$ cat src/rtl/ppt_pkg.sv
// ----------------------------------------------------------------------------
// ppt_pkg: shared types and constants of the piezo pad peak trigger
// Field widths, register indexes and reset values, configuration bundle and
// the command word passed from the front end to the back end.
// ----------------------------------------------------------------------------
package ppt_pkg;

  localparam int SAMPLE_W   = 10;
  localparam int PAD_W      = 3;
  localparam int TIME_W     = 32;
  localparam int DEB_W      = 16;
  localparam int CODE_W     = 8;
  localparam int NOTE_W     = 8;
  localparam int VEL_W      = 7;
  localparam int NOTE_MAP_W = 48;
  localparam int NOTE_MAP_PADS = NOTE_MAP_W / NOTE_W;

  // velocity scale: sample * 127 = (sample << 7) - sample
  localparam int VEL_SHIFT = 7;
  localparam int DIVD_W    = SAMPLE_W + VEL_SHIFT;
  localparam logic [VEL_W-1:0] VEL_MAX = 7'd127;

  localparam int PAD_COUNT_DEF = 6;
  localparam int CMD_DEPTH     = 4;

  // configuration port
  localparam int CFG_IDX_W  = 3;
  localparam int CFG_DATA_W = 48;

  localparam logic [CFG_IDX_W-1:0] REG_THRESHOLD  = 3'd0;
  localparam logic [CFG_IDX_W-1:0] REG_FULL_SCALE = 3'd1;
  localparam logic [CFG_IDX_W-1:0] REG_DEBOUNCE   = 3'd2;
  localparam logic [CFG_IDX_W-1:0] REG_NOTE_ON    = 3'd3;
  localparam logic [CFG_IDX_W-1:0] REG_OFF_CODE   = 3'd4;
  localparam logic [CFG_IDX_W-1:0] REG_NOTE_MAP   = 3'd5;

  localparam logic [SAMPLE_W-1:0]   THRESHOLD_RST  = 10'd20;
  localparam logic [SAMPLE_W-1:0]   FULL_SCALE_RST = 10'd120;
  localparam logic [DEB_W-1:0]      DEBOUNCE_RST   = 16'd50;
  localparam logic [CODE_W-1:0]     NOTE_ON_RST    = 8'd90;
  localparam logic [CODE_W-1:0]     OFF_CODE_RST   = 8'd80;
  localparam logic [NOTE_MAP_W-1:0] NOTE_MAP_RST   = 48'd54091408090659;

  typedef struct packed {
    logic [SAMPLE_W-1:0]   threshold;
    logic [SAMPLE_W-1:0]   full_scale;
    logic [DEB_W-1:0]      debounce;
    logic [CODE_W-1:0]     note_on;
    logic [CODE_W-1:0]     off_code;
    logic [NOTE_MAP_W-1:0] note_map;
  } ppt_cfg_t;

  typedef enum logic {
    OP_TRACK,
    OP_RELEASE
  } ppt_op_e;

  typedef struct packed {
    ppt_op_e             op;
    logic [PAD_W-1:0]    pad;
    logic [SAMPLE_W-1:0] sample;
  } ppt_cmd_t;

endpackage

$ cat src/rtl/ppt_cmd_fifo.sv
// ----------------------------------------------------------------------------
// ppt_cmd_fifo: command queue between front end and back end
// Small register FIFO, first-word fall-through.
// ----------------------------------------------------------------------------
module ppt_cmd_fifo import ppt_pkg::*; #(
  parameter int DEPTH = CMD_DEPTH
) (
  input  logic     clk_i,
  input  logic     rst_ni,
  input  logic     push_i,
  input  ppt_cmd_t push_data_i,
  output logic     full_o,
  input  logic     pop_i,
  output ppt_cmd_t pop_data_o,
  output logic     empty_o
);

  localparam int PTR_W = (DEPTH > 1) ? $clog2(DEPTH) : 1;
  localparam int CNT_W = $clog2(DEPTH + 1);

  ppt_cmd_t             mem_q [DEPTH];
  logic [PTR_W-1:0]     wr_ptr_q, rd_ptr_q;
  logic [CNT_W-1:0]     count_q;
  logic                 do_push, do_pop;

  assign full_o  = (count_q == CNT_W'(DEPTH));
  assign empty_o = (count_q == '0);
  assign do_push = push_i && !full_o;
  assign do_pop  = pop_i && !empty_o;
  assign pop_data_o = mem_q[rd_ptr_q];

  always_ff @(posedge clk_i) begin
    if (do_push) begin
      mem_q[wr_ptr_q] <= push_data_i;
    end
  end

  always_ff @(posedge clk_i or negedge rst_ni) begin
    if (!rst_ni) begin
      wr_ptr_q <= '0;
      rd_ptr_q <= '0;
      count_q  <= '0;
    end else begin
      if (do_push) begin
        wr_ptr_q <= (wr_ptr_q == PTR_W'(DEPTH - 1)) ? '0 : wr_ptr_q + 1'b1;
      end
      if (do_pop) begin
        rd_ptr_q <= (rd_ptr_q == PTR_W'(DEPTH - 1)) ? '0 : rd_ptr_q + 1'b1;
      end
      if (do_push && !do_pop) begin
        count_q <= count_q + 1'b1;
      end else if (do_pop && !do_push) begin
        count_q <= count_q - 1'b1;
      end
    end
  end

endmodule

$ cat src/rtl/ppt_front.sv
// ----------------------------------------------------------------------------
// ppt_front: sample classifier
// Keeps per-pad arm flags and release times, decides arm / track / release
// for every sample and queues the work for the back end.
// ----------------------------------------------------------------------------
module ppt_front import ppt_pkg::*; #(
  parameter int PAD_COUNT = PAD_COUNT_DEF
) (
  input  logic                clk_i,
  input  logic                rst_ni,
  input  ppt_cfg_t            cfg_i,
  input  logic                in_valid_i,
  output logic                in_ready_o,
  input  logic [PAD_W-1:0]    pad_i,
  input  logic [SAMPLE_W-1:0] sample_i,
  input  logic [TIME_W-1:0]   now_i,
  output logic                push_o,
  output ppt_cmd_t            push_data_o,
  input  logic                full_i
);

  localparam int PAD_IW = (PAD_COUNT > 1) ? $clog2(PAD_COUNT) : 1;

  logic                armed_q   [PAD_COUNT];
  logic [TIME_W-1:0]   release_q [PAD_COUNT];

  logic                accept, in_range, loud, armed, settled;
  logic [PAD_IW-1:0]   idx;
  logic [TIME_W-1:0]   elapsed;

  assign in_ready_o = !full_i;
  assign accept     = in_valid_i && !full_i;
  assign in_range   = ({{(32-PAD_W){1'b0}}, pad_i} < 32'(PAD_COUNT));
  assign idx        = PAD_IW'(pad_i);
  assign loud       = (sample_i >= cfg_i.threshold);
  assign armed      = in_range ? armed_q[idx] : 1'b0;
  assign elapsed    = now_i - (in_range ? release_q[idx] : '0);
  assign settled    = (elapsed >= {{(TIME_W-DEB_W){1'b0}}, cfg_i.debounce});

  always_comb begin
    push_o             = 1'b0;
    push_data_o.op     = OP_TRACK;
    push_data_o.pad    = pad_i;
    push_data_o.sample = sample_i;
    if (accept && in_range) begin
      if (!armed) begin
        push_o = loud && settled;
      end else if (loud) begin
        push_o = 1'b1;
      end else begin
        push_o         = 1'b1;
        push_data_o.op = OP_RELEASE;
      end
    end
  end

  always_ff @(posedge clk_i or negedge rst_ni) begin
    if (!rst_ni) begin
      for (int i = 0; i < PAD_COUNT; i++) begin
        armed_q[i]   <= 1'b0;
        release_q[i] <= '0;
      end
    end else if (accept && in_range) begin
      if (!armed) begin
        if (loud && settled) begin
          armed_q[idx] <= 1'b1;
        end
      end else if (!loud) begin
        armed_q[idx]   <= 1'b0;
        release_q[idx] <= now_i;
      end
    end
  end

endmodule

$ cat src/rtl/ppt_back.sv
// ----------------------------------------------------------------------------
// ppt_back: velocity and message engine
// Radix-2 restoring divide for the velocity, per-pad peak hold, and the
// note-on / note-off pair into a registered output stage.
// ----------------------------------------------------------------------------
module ppt_back import ppt_pkg::*; #(
  parameter int PAD_COUNT = PAD_COUNT_DEF
) (
  input  logic              clk_i,
  input  logic              rst_ni,
  input  ppt_cfg_t          cfg_i,
  input  logic              empty_i,
  input  ppt_cmd_t          pop_data_i,
  output logic              pop_o,
  output logic              out_valid_o,
  input  logic              out_ready_i,
  output logic [CODE_W-1:0] out_code_o,
  output logic [NOTE_W-1:0] out_note_o,
  output logic [VEL_W-1:0]  out_vel_o,
  output logic [PAD_W-1:0]  out_pad_o,
  output logic              out_last_o
);

  localparam int PAD_IW = (PAD_COUNT > 1) ? $clog2(PAD_COUNT) : 1;
  localparam int CNT_W  = $clog2(DIVD_W);

  typedef enum logic [2:0] {
    S_IDLE,
    S_DIV,
    S_UPDATE,
    S_ON,
    S_OFF
  } state_e;

  state_e              state_q;
  ppt_cmd_t            cmd_q;
  logic [DIVD_W-1:0]   quot_q;
  logic [SAMPLE_W-1:0] rem_q;
  logic [CNT_W-1:0]    cnt_q;
  logic [VEL_W-1:0]    peak_q [PAD_COUNT];

  logic                out_valid_q, out_last_q;
  logic [CODE_W-1:0]   out_code_q;
  logic [NOTE_W-1:0]   out_note_q;
  logic [VEL_W-1:0]    out_vel_q;
  logic [PAD_W-1:0]    out_pad_q;

  logic [PAD_IW-1:0]   idx;
  logic [SAMPLE_W-1:0] span;
  logic                span_bad;
  logic [DIVD_W-1:0]   dividend;
  logic [SAMPLE_W:0]   trial;
  logic                fits;
  logic [VEL_W-1:0]    vel, peak;
  logic [NOTE_W-1:0]   note;
  logic                out_free, out_load;

  assign idx      = PAD_IW'(cmd_q.pad);
  assign peak     = peak_q[idx];
  assign span     = cfg_i.full_scale - cfg_i.threshold;
  assign span_bad = (cfg_i.full_scale <= cfg_i.threshold);
  assign dividend = {pop_data_i.sample, {VEL_SHIFT{1'b0}}}
                  - {{VEL_SHIFT{1'b0}}, pop_data_i.sample};
  assign trial    = {rem_q, quot_q[DIVD_W-1]};
  assign fits     = (trial >= {1'b0, span});
  // quotient above the top velocity clamps
  assign vel      = (|quot_q[DIVD_W-1:VEL_W]) ? VEL_MAX : quot_q[VEL_W-1:0];
  assign note     = ({{(32-PAD_W){1'b0}}, cmd_q.pad} < 32'(NOTE_MAP_PADS))
                  ? NOTE_W'(cfg_i.note_map >> (NOTE_W * int'(cmd_q.pad)))
                  : '0;
  assign out_free = !out_valid_q || out_ready_i;
  assign out_load = ((state_q == S_ON) || (state_q == S_OFF)) && out_free;
  assign pop_o    = (state_q == S_IDLE) && !empty_i;

  assign out_valid_o = out_valid_q;
  assign out_code_o  = out_code_q;
  assign out_note_o  = out_note_q;
  assign out_vel_o   = out_vel_q;
  assign out_pad_o   = out_pad_q;
  assign out_last_o  = out_last_q;

  always_ff @(posedge clk_i) begin
    case (state_q)
      S_IDLE: begin
        if (!empty_i) begin
          cmd_q  <= pop_data_i;
          rem_q  <= '0;
          quot_q <= span_bad ? DIVD_W'(VEL_MAX) : dividend;
        end
      end
      S_DIV: begin
        quot_q <= {quot_q[DIVD_W-2:0], fits};
        rem_q  <= fits ? SAMPLE_W'(trial - {1'b0, span}) : trial[SAMPLE_W-1:0];
      end
      default: ;
    endcase
  end

  always_ff @(posedge clk_i or negedge rst_ni) begin
    if (!rst_ni) begin
      state_q     <= S_IDLE;
      cnt_q       <= '0;
      out_valid_q <= 1'b0;
      out_code_q  <= '0;
      out_note_q  <= '0;
      out_vel_q   <= '0;
      out_pad_q   <= '0;
      out_last_q  <= 1'b0;
      for (int i = 0; i < PAD_COUNT; i++) begin
        peak_q[i] <= '0;
      end
    end else begin
      if (out_load) begin
        out_valid_q <= 1'b1;
      end else if (out_ready_i) begin
        out_valid_q <= 1'b0;
      end
      case (state_q)
        S_IDLE: begin
          if (!empty_i) begin
            cnt_q <= '0;
            if (pop_data_i.op == OP_RELEASE) begin
              state_q <= S_ON;
            end else if (span_bad) begin
              state_q <= S_UPDATE;
            end else begin
              state_q <= S_DIV;
            end
          end
        end
        S_DIV: begin
          cnt_q <= cnt_q + 1'b1;
          if (cnt_q == CNT_W'(DIVD_W - 1)) begin
            state_q <= S_UPDATE;
          end
        end
        S_UPDATE: begin
          if (vel > peak) begin
            peak_q[idx] <= vel;
          end
          state_q <= S_IDLE;
        end
        S_ON: begin
          if (out_free) begin
            out_code_q <= cfg_i.note_on;
            out_note_q <= note;
            out_vel_q  <= peak;
            out_pad_q  <= cmd_q.pad;
            out_last_q <= 1'b0;
            state_q    <= S_OFF;
          end
        end
        S_OFF: begin
          if (out_free) begin
            out_code_q  <= cfg_i.off_code;
            out_note_q  <= note;
            out_vel_q   <= '0;
            out_pad_q   <= cmd_q.pad;
            out_last_q  <= 1'b1;
            peak_q[idx] <= '0;
            state_q     <= S_IDLE;
          end
        end
        default: state_q <= S_IDLE;
      endcase
    end
  end

endmodule

$ cat src/rtl/piezo_pad_peak_trigger.sv
// ----------------------------------------------------------------------------
// piezo_pad_peak_trigger: drum pad hit detector with peak velocity
// A sample is taken while the command queue has room; a loud sample then
// holds the back end through the 17-step divide and the peak update, a release
// through the note-on and note-off states. A release runs through the queue, the
// back-end states and the output register; async reset, all pads idle.
// ----------------------------------------------------------------------------
//
// Structure
//   ppt_front    - per-pad arm flag and release time. Applies the threshold
//                  and the debounce window (wrapping 32-bit difference) and
//                  emits one of two requests: track a loud sample, or
//                  release the pad. Samples for pads beyond PAD_COUNT, quiet
//                  idle samples and debounced hits produce no request.
//   ppt_cmd_fifo - CMD_DEPTH-entry queue, lets the front keep taking
//                  samples while the back end divides.
//   ppt_back     - velocity = floor(sample*127/span) by a restoring radix-2
//                  divider, one quotient bit a cycle over 17 bits, clamped
//                  to 127; saturates at once when full scale <= threshold.
//                  Holds the per-pad peak and sends the note-on / note-off
//                  pair through a registered output stage.
//
// Throughput is set by the back end, which takes a request only when idle: a
// loud sample holds it through the divide, a release through both messages and
// any output stall. Configuration reset values are the documented defaults.

module piezo_pad_peak_trigger import ppt_pkg::*; #(
  parameter int PAD_COUNT = PAD_COUNT_DEF
) (
  input  logic                  clk_i,
  input  logic                  rst_ni,
  // slave stream: [2:0] pad_index, [12:3] sample_level, [44:13] now_ms
  input  logic                  s_axis_tvalid,
  output logic                  s_axis_tready,
  input  logic [47:0]           s_axis_tdata,
  // master stream: [7:0] message_code, [15:8] note_number,
  //                [22:16] velocity, [25:23] source_pad
  output logic                  m_axis_tvalid,
  input  logic                  m_axis_tready,
  output logic [31:0]           m_axis_tdata,
  output logic                  m_axis_tlast,   // last_of_hit
  // configuration writes
  input  logic                  cfg_we_i,
  input  logic [CFG_IDX_W-1:0]  cfg_index_i,
  input  logic [CFG_DATA_W-1:0] cfg_data_i
);

  ppt_cfg_t cfg_q;

  // register file; writes beyond the list are dropped
  always_ff @(posedge clk_i or negedge rst_ni) begin
    if (!rst_ni) begin
      cfg_q.threshold  <= THRESHOLD_RST;
      cfg_q.full_scale <= FULL_SCALE_RST;
      cfg_q.debounce   <= DEBOUNCE_RST;
      cfg_q.note_on    <= NOTE_ON_RST;
      cfg_q.off_code   <= OFF_CODE_RST;
      cfg_q.note_map   <= NOTE_MAP_RST;
    end else if (cfg_we_i) begin
      case (cfg_index_i)
        REG_THRESHOLD:  cfg_q.threshold  <= cfg_data_i[SAMPLE_W-1:0];
        REG_FULL_SCALE: cfg_q.full_scale <= cfg_data_i[SAMPLE_W-1:0];
        REG_DEBOUNCE:   cfg_q.debounce   <= cfg_data_i[DEB_W-1:0];
        REG_NOTE_ON:    cfg_q.note_on    <= cfg_data_i[CODE_W-1:0];
        REG_OFF_CODE:   cfg_q.off_code   <= cfg_data_i[CODE_W-1:0];
        REG_NOTE_MAP:   cfg_q.note_map   <= cfg_data_i[NOTE_MAP_W-1:0];
        default: ;
      endcase
    end
  end

  logic     push, full, pop, empty;
  ppt_cmd_t push_data, pop_data;

  ppt_front #(
    .PAD_COUNT (PAD_COUNT)
  ) u_front (
    .clk_i       (clk_i),
    .rst_ni      (rst_ni),
    .cfg_i       (cfg_q),
    .in_valid_i  (s_axis_tvalid),
    .in_ready_o  (s_axis_tready),
    .pad_i       (s_axis_tdata[2:0]),
    .sample_i    (s_axis_tdata[12:3]),
    .now_i       (s_axis_tdata[44:13]),
    .push_o      (push),
    .push_data_o (push_data),
    .full_i      (full)
  );

  ppt_cmd_fifo #(
    .DEPTH (CMD_DEPTH)
  ) u_fifo (
    .clk_i       (clk_i),
    .rst_ni      (rst_ni),
    .push_i      (push),
    .push_data_i (push_data),
    .full_o      (full),
    .pop_i       (pop),
    .pop_data_o  (pop_data),
    .empty_o     (empty)
  );

  logic [CODE_W-1:0] out_code;
  logic [NOTE_W-1:0] out_note;
  logic [VEL_W-1:0]  out_vel;
  logic [PAD_W-1:0]  out_pad;

  ppt_back #(
    .PAD_COUNT (PAD_COUNT)
  ) u_back (
    .clk_i       (clk_i),
    .rst_ni      (rst_ni),
    .cfg_i       (cfg_q),
    .empty_i     (empty),
    .pop_data_i  (pop_data),
    .pop_o       (pop),
    .out_valid_o (m_axis_tvalid),
    .out_ready_i (m_axis_tready),
    .out_code_o  (out_code),
    .out_note_o  (out_note),
    .out_vel_o   (out_vel),
    .out_pad_o   (out_pad),
    .out_last_o  (m_axis_tlast)
  );

  assign m_axis_tdata = {6'b0, out_pad, out_vel, out_note, out_code};

endmodule

$ cat config.mk
export PLATFORM = sky130hd
export DESIGN_NAME = piezo_pad_peak_trigger
export DESIGN_NICKNAME = d
export VERILOG_FILES = /design/src/rtl/ppt_pkg.sv /design/src/rtl/ppt_cmd_fifo.sv /design/src/rtl/ppt_front.sv /design/src/rtl/ppt_back.sv /design/src/rtl/piezo_pad_peak_trigger.sv
export SDC_FILE = /design/constraint.sdc
export NUM_CORES = 1
export LEC_CHECK = 0
export ABC_AREA = 1
export BUFFER_PORTS_ARGS = -buffer_cell sky130_fd_sc_hd__clkbuf_2
export CORE_MARGIN = 2
export CORE_UTILIZATION = 52
export CTS_BUF_LIST = sky130_fd_sc_hd__clkbuf_4 sky130_fd_sc_hd__clkbuf_8 sky130_fd_sc_hd__clkbuf_16
export CTS_CLUSTER_SIZE = 10
export DETAILED_ROUTE_END_ITERATION = 10
export PLACE_DENSITY = 0.7
export REMOVE_ABC_BUFFERS = 1
export SLEW_MARGIN = 25
export SYNTH_ARGS = -nofsm -noshare
export SYNTH_HDL_FRONTEND = slang
export SYNTH_HIERARCHICAL = 1
export SYNTH_SLANG_ARGS = --single-unit
$ cat constraint.sdc
create_clock -name clk_i -period 5.55 [get_ports clk_i]
set_input_delay 0.555 -clock clk_i [delete_from_list [all_inputs] [get_ports clk_i]]
set_output_delay 0.555 -clock clk_i [all_outputs]
set_load 0.005 [all_outputs]
== Word-level counts from Yosys, hierarchy flattened ==
Memory sizes are Yosys's and may differ from the RTL's.
Cells that the tools add are included.
Word-level totals
  bits in read-only memories: 0
  memory bits (writable): 56
  register bits: 413
  latch bits: 0
  word-level logic and storage cells: 195
  memories: 1
  bits of input ports: 104
  output and inout port bits: 35
Operators by class
  muxes and demuxes: 64
  shift operators: 1
  reduce and logical (&&, ||, !) cells: 43
  multipliers: 0
  add/subtract/negate cells: 9
  $lt $le $gt $ge: 11
  div/mod/pow operators: 0
  bitwise logic cells: 9
  eq/ne operators: 19
Memory list
  u_fifo.mem_q: depth 4, width 14, rd ports 1, clocked after Yosys merged registers in 0, wr ports 1, RTL line ppt_cmd_fifo.sv:21  | ppt_cmd_t mem_q [DEPTH];
Operator list (count)
  bitwise mux 192 bit: 1
  2-to-1 mux 32 bit: 4
  binary-select mux 32 bit (select 3 bit): 1
  demux 32 bit (select 3 bit): 1
  2-to-1 mux 42 bit: 2
  case mux 42 bit (2 select lines): 1
  >> shifter 48 x 6 -> 8 bit: 1
  AND 42 bit: 1
  bitwise mux 42 bit: 1
  2-to-1 mux 7 bit: 6
  inverter 42 bit: 1
  2-to-1 mux 17 bit: 2
  case mux 17 bit (2 select lines): 1
  >= comparator 32 x 16 -> 1 bit: 1
  subtractor 32 bit: 1
  2-to-1 mux 8 bit: 3
  binary-select mux 7 bit (select 3 bit): 1
  demux 7 bit (select 3 bit): 1
  2-to-1 mux 3 bit: 7
  2-to-1 mux 10 bit: 2
  case mux 10 bit (2 select lines): 1
  subtractor 10 bit: 2
  2-to-1 mux 6 bit: 3
  AND reduction 2 bit: 9
  other kinds (43): 102

== Depth between registers and ports, before layout ==
  depth in word-level cells: 15
  mapped depth: 41

== Modules after synthesis ==
The synthesis kept the hierarchy.
By module, submodules not included
  ppt_front: instances 1, cells each 1559, seq. area each 4954.8 µm², area each 11682.5 µm²
  ppt_back: instances 1, cells each 1012, seq. area each 2852.7 µm², area each 7253.2 µm²
  piezo_pad_peak_trigger: instances 1, cells each 448, seq. area each 2543.7 µm², area each 4007.6 µm²
  ppt_cmd_fifo: instances 1, cells each 224, seq. area each 1856.8 µm², area each 2795.2 µm²

== Worst setup path before layout ==
Ideal clock, no wire load.
  kind: input -> register
  start: input s_axis_tdata[0]
  end: memory u_fifo/mem_q[0][0] in the netlist's numbering, enable pin
  data required time: 5.165 ns
  data arrival time: 4.880 ns
  stages: 32
  slack: 0.286 ns
  library setup time: 0.385 ns
  path through: buf_4 > nand2_1 > clkbuf_1 > inv_1 > clkbuf_1 > a221o_1 > a221oi_1 > ha_1 > nand2_1 > inv_1 > nand2_1 > nand2_1 > nand2_1 > nand2_1 > inv_1 > nand2_1 > xor2_1 > ha_1 > nand2_1 > o21ai_0 > inv_1 > nand2_1 > nor2_1 > nand2_1 > nor2_1 > nand2_1 > nor2_1 > nand2_1 > nand2_1 > a21oi_1 > nand2_2 > nor2_1
On the way
  cells in the longest elaborated chain, start to end: 13
RTL lines
  from (decl): RTL line piezo_pad_peak_trigger.sv:35  | input logic [47:0] s_axis_tdata,
  inverter 3 -> 4 bit (implied by the code): RTL line ppt_front.sv:36, ppt_front.sv:37
  binary-select mux 32 bit (select 3 bit): RTL line ppt_front.sv:37  | assign elapsed = now_i - (in_range ? release_q[idx] : '0);
  2-to-1 mux 32 bit (implied by the code) (2 in a row): RTL line ppt_front.sv:37
  2-to-1 mux 32 bit: RTL line ppt_front.sv:37
  subtractor 32 bit: RTL line ppt_front.sv:37
  >= comparator 32 x 16 -> 1 bit: RTL line ppt_front.sv:38  | assign settled = (elapsed >= {{(TIME_W-DEB_W){1'b0}}, cfg_i.debounce});
  logical AND 1 bit: RTL line ppt_front.sv:47  | push_o = loud && settled;
  2-to-1 mux 1 bit: RTL line ppt_front.sv:46  | if (!armed) begin
  2-to-1 mux 1 bit (*): RTL line ppt_front.sv:45  | if (accept && in_range) begin
  named net push: RTL line piezo_pad_peak_trigger.sv:72  | logic push, full, pop, empty;
  logical AND 1 bit (*): RTL line ppt_cmd_fifo.sv:28  | assign do_push = push_i && !full_o;
  2-to-1 mux 1 bit (*): RTL line ppt_cmd_fifo.sv:33  | if (do_push) begin
  2-to-1 mux 1 bit (implied by the code) (*): RTL line ppt_cmd_fifo.sv:34  | mem_q[wr_ptr_q] <= push_data_i;
  to (decl): RTL line ppt_cmd_fifo.sv:21
The timed path passes the listed nets; every way through them passes the cells marked *. The select of a mux whose other input is x is not followed.

== Worst setup path after layout ==
  start: input s_axis_tdata[0]
  end: register u_fifo.count_q[1]
On the way
  cells in the longest elaborated chain, start to end: 14
RTL lines
  inverter 3 -> 4 bit (implied by the code): RTL line ppt_front.sv:36, ppt_front.sv:37
  binary-select mux 32 bit (select 3 bit): RTL line ppt_front.sv:37
  2-to-1 mux 32 bit (implied by the code) (2 in a row): RTL line ppt_front.sv:37
  2-to-1 mux 32 bit: RTL line ppt_front.sv:37
  subtractor 32 bit: RTL line ppt_front.sv:37
  >= comparator 32 x 16 -> 1 bit: RTL line ppt_front.sv:38
  logical AND 1 bit: RTL line ppt_front.sv:47
  2-to-1 mux 1 bit: RTL line ppt_front.sv:46
  2-to-1 mux 1 bit (*): RTL line ppt_front.sv:45
  named net push: RTL line piezo_pad_peak_trigger.sv:72
  logical AND 1 bit (*): RTL line ppt_cmd_fifo.sv:28
  named net u_fifo.do_push: RTL line ppt_cmd_fifo.sv:24  | logic do_push, do_pop;
  zero test 1 bit: RTL line ppt_cmd_fifo.sv:52  | end else if (do_pop && !do_push) begin
  logical AND 1 bit: RTL line ppt_cmd_fifo.sv:52
  nonzero test 2 bit (no line)
  to (signal assigned): RTL line ppt_cmd_fifo.sv:51  | count_q <= count_q + 1'b1;
  to (signal assigned): RTL line ppt_cmd_fifo.sv:53  | count_q <= count_q - 1'b1;
  to (decl): RTL line ppt_cmd_fifo.sv:23  | logic [CNT_W-1:0] count_q;
Marks and branches as above.
A chain may end at the register's enable or synchronous reset.

==> flow_summary.yaml <==
sta:
  max_freq_mhz: 201
  slew_violations: 0
  finalCriticalPeriod_ns: 4.97
  min_period_over_period_pct: 89.6
  setup_viol: 0
  hold_slack_ns: 0.115
  rsz0062_at_grt: "no"
  worst_slew_pin_slew_ns: 1.06
  tns_ns: 0
  hold_viol_final: 0
  maxSlewHeadroom_pct: 28.8
  worst_clock_skew_ns: 0.0338
route:
  wire_per_inst_um: 16.8
  num_vias: 21800
  vias_per_cell: 5.36
  drc: 0
  drtPass1Iterations: 5
  finalWirelength_mm: 68.3
  ant_nets: 0
  drt_iter0_markers: 1687
place:
  place_hpwl_mm: 47.8
  gp_congestion: 0.953
  io_buffer_count: 129
  dp.cells: 3971
  placed_cell_area_um2: 27000
clock_tree:
  path_clk_slew_ns: 0.06
  cts.sinks: 469
  cts_made_buffers: 54
  cts_root_buf: "clkbuf_16"
  cts_buffer_depth: 3
  clock_latency_ns: 0.62
  cts_tree: "done"
  htree_levels: 2
floorplanning:
  boundaryPins: 139
  fp.dieW_um: 226
  coreArea_um2: 49000
  fp.dieH_um: 226
  dieArea_um2: 51300
  rows: 81
  start_util_pct: 52.6
critical_path:
  critPathKind: "input pin to register"
  path_max_fanout: 5
  crit_required_ns: 6.03
  cp-end-kind: "register"
  slowest_stage: "fa_1"
  worstPathArrival_ns: 5.45
  cpPeakStageDelay_ns: 0.41
  startpoint_type: "input pin"
  crit_top_cell: "nand2_1"
  r2r_start: "u_front/release_q[133]"
  worstSetupStartpoint: "s_axis_tdata[0]"
worst_hold_path:
  hold_class: "input pin to register"
  hp-start: "cfg_data_i[24]"
synthesis:
  synth_area_leaders: "dfrtp_1 34%, nand2_1 18%, edfxtp_1 10%"
  ys_warn_count: 6
  ys_seq_elements: 469
  synth_area_um2: 25700
  async_flop_share_pct: 81.7
  syn_inst: 3243
  syn_avg_cell_area_um2: 7.94
  synth_top_cell_by_area: "dfrtp_1"
  synth.distinct_cells: 54
  synth_top_area_share_pct: 34.0
  ys.flop_type: "dfrtp_1"
  synth_edf_count: 86
  seq_area_frac_synth_pct: 47.4
finish:
  layout_commonest_cell: "nand2_1"
  num-fill-cells: 4408
  final_core_util_pct: 58.9
  final_cell_area_um2: 28800
  stdcell_count: 4070
  multi_input_area_um2: 11200
  antenna_cells: 0
  num-nets-final: 3572
  layout_common_cells: "1210 x nand2_1, 381 x inv_1, 349 x dfrtp_1, 186 x o21ai_0, 179 x nand3_1"
  seqCellArea_um2: 12200
  syn_to_final_growth_pct: 11.9
  layout-drive-gt1-share_pct: 12.3
grt:
  overflow: 0
  grt_pass1_vias: 21300
  grt_max_degree: 154
  grt_pass1_wl_mm: 109
  antenna_found_initial: 2
  track_usage_pct: 26.9
power_and_ir_drop:
  leakage_nw: 14.8
  cellPowerDensity_nw_per_um2: 506
  peakVddDrop_mv: 0.286
status:
  status: "finished, final reports clean"
flow_run:
  drv_cap: 0
[cells by family after synthesis]
family,after synthesis,share of synthesized area [%]
compound gates,425,10.4
xor+xnor,34,1.16
fa+ha+maj,102,5.08
buf+inv,544,9.28
flops,469,47.4
other cells,1,0.0146
simple gates,1668,26.7
[per-stage QoR]
step	setup slack (ns)	total power, mW
2_1_floorplan	0.126	9.30
3_3_place_gp	0.0564	10.9
3_5_place_dp	-0.00849	11.1
4_1_cts	0.612	14.6
5_1_grt	0.0976	15.7
6_report	0.576	14.6
[repair_timing]
item	CTS	global route
hold buffers	0	1
endpoints found under the hold margin	0	16
setup endpoints to repair	0	0
gates resized for setup	0	0
buffers inserted	0	0
[cell usage after synthesis (6+ instances only)]
library cell and n:
nand2_1 1210, inv_1 382, dfrtp_1 350, o21ai_0 186, nand3_1 179, nor2_1 172, ha_1 98, edfxtp_1 86
a21oi_1 56, buf_2 41, nand4_1 38, clkbuf_1 34, dfstp_2 33, o21ai_1 32, a22oi_1 30, buf_4 27
inv_2 27, a221oi_1 25, xor2_1 25, buf_6 21, nand2_2 20, o211ai_1 18, o211ai_2 14, a22o_1 13
nor3_1 13, a221o_1 12, a31oi_1 11, xnor2_1 9, o2111ai_1 7, buf_1 6
[flip-flops by register name, summed over array words and instances, names as in the netlist, named ones only]
signal and flops:
u_back/quot_q 17, u_back/peak_q 42, cfg_q 100, u_back/out_note_o 8, u_back/out_code_o 8, u_back/out_vel_o 7
u_back/out_pad_o 3, u_back/out_last_o 1, u_fifo/mem_q 56, u_front/release_q 192, u_fifo/count_q 3, u_fifo/rd_ptr_q 2
u_back/rem_q 10, u_back/out_valid_o 1, u_back/state_q 3, u_back/cnt_q 5, u_back/idx 3, u_fifo/wr_ptr_q 2
[worst max-delay path: cells and delay by family]
family          cells  cell delay [ns]
compound gates      7             1.22
xor+xnor            1             0.19
fa+ha+maj           4             1.09
buf+inv             8             0.85
simple gates       16             1.53
[final timing paths]
path | to | slack (ns) | cells past startpoint
max reg2reg | u_fifo/count_q[2] | 0.66 | 33
min in group asynchronous | cfg_q[96] | 0.43 | 2
max in group asynchronous | u_back/cnt_q[2] | 3.77 | 4
min reg2reg | cfg_q[65] | 0.46 | 2
max | u_fifo/count_q[1] | 0.58 | 36
min | cfg_q[24] | 0.12 | 3
[area by class of cell]
type	count	area share [%]
sequential	469	42.4
tap	664	2.88
timing repair buffer	193	4.48
clock buffer	89	5.65
clock inverter	7	0.356
multi-input combinational	2235	38.8
inverter	413	5.42
[power breakdown]
group	total (mW)	switching, mW	internal [mW]
sequential	5.41	0.709	4.70
combinational	5.70	3.67	2.03
clock	3.46	1.41	2.05
[per-layer routing]
metal / up-vias / routed length, µm / track usage, %
met4: 4 / 2170 / 10.0
met1: 10400 / 29200 / 34.9
met3: 142 / 3410 / 3.03
met2: 620 / 33500 / 46.4
li1: 10600 / - / -
met5: - / 28 / 0
No activity file was read; power rests on OpenSTA's default activity.
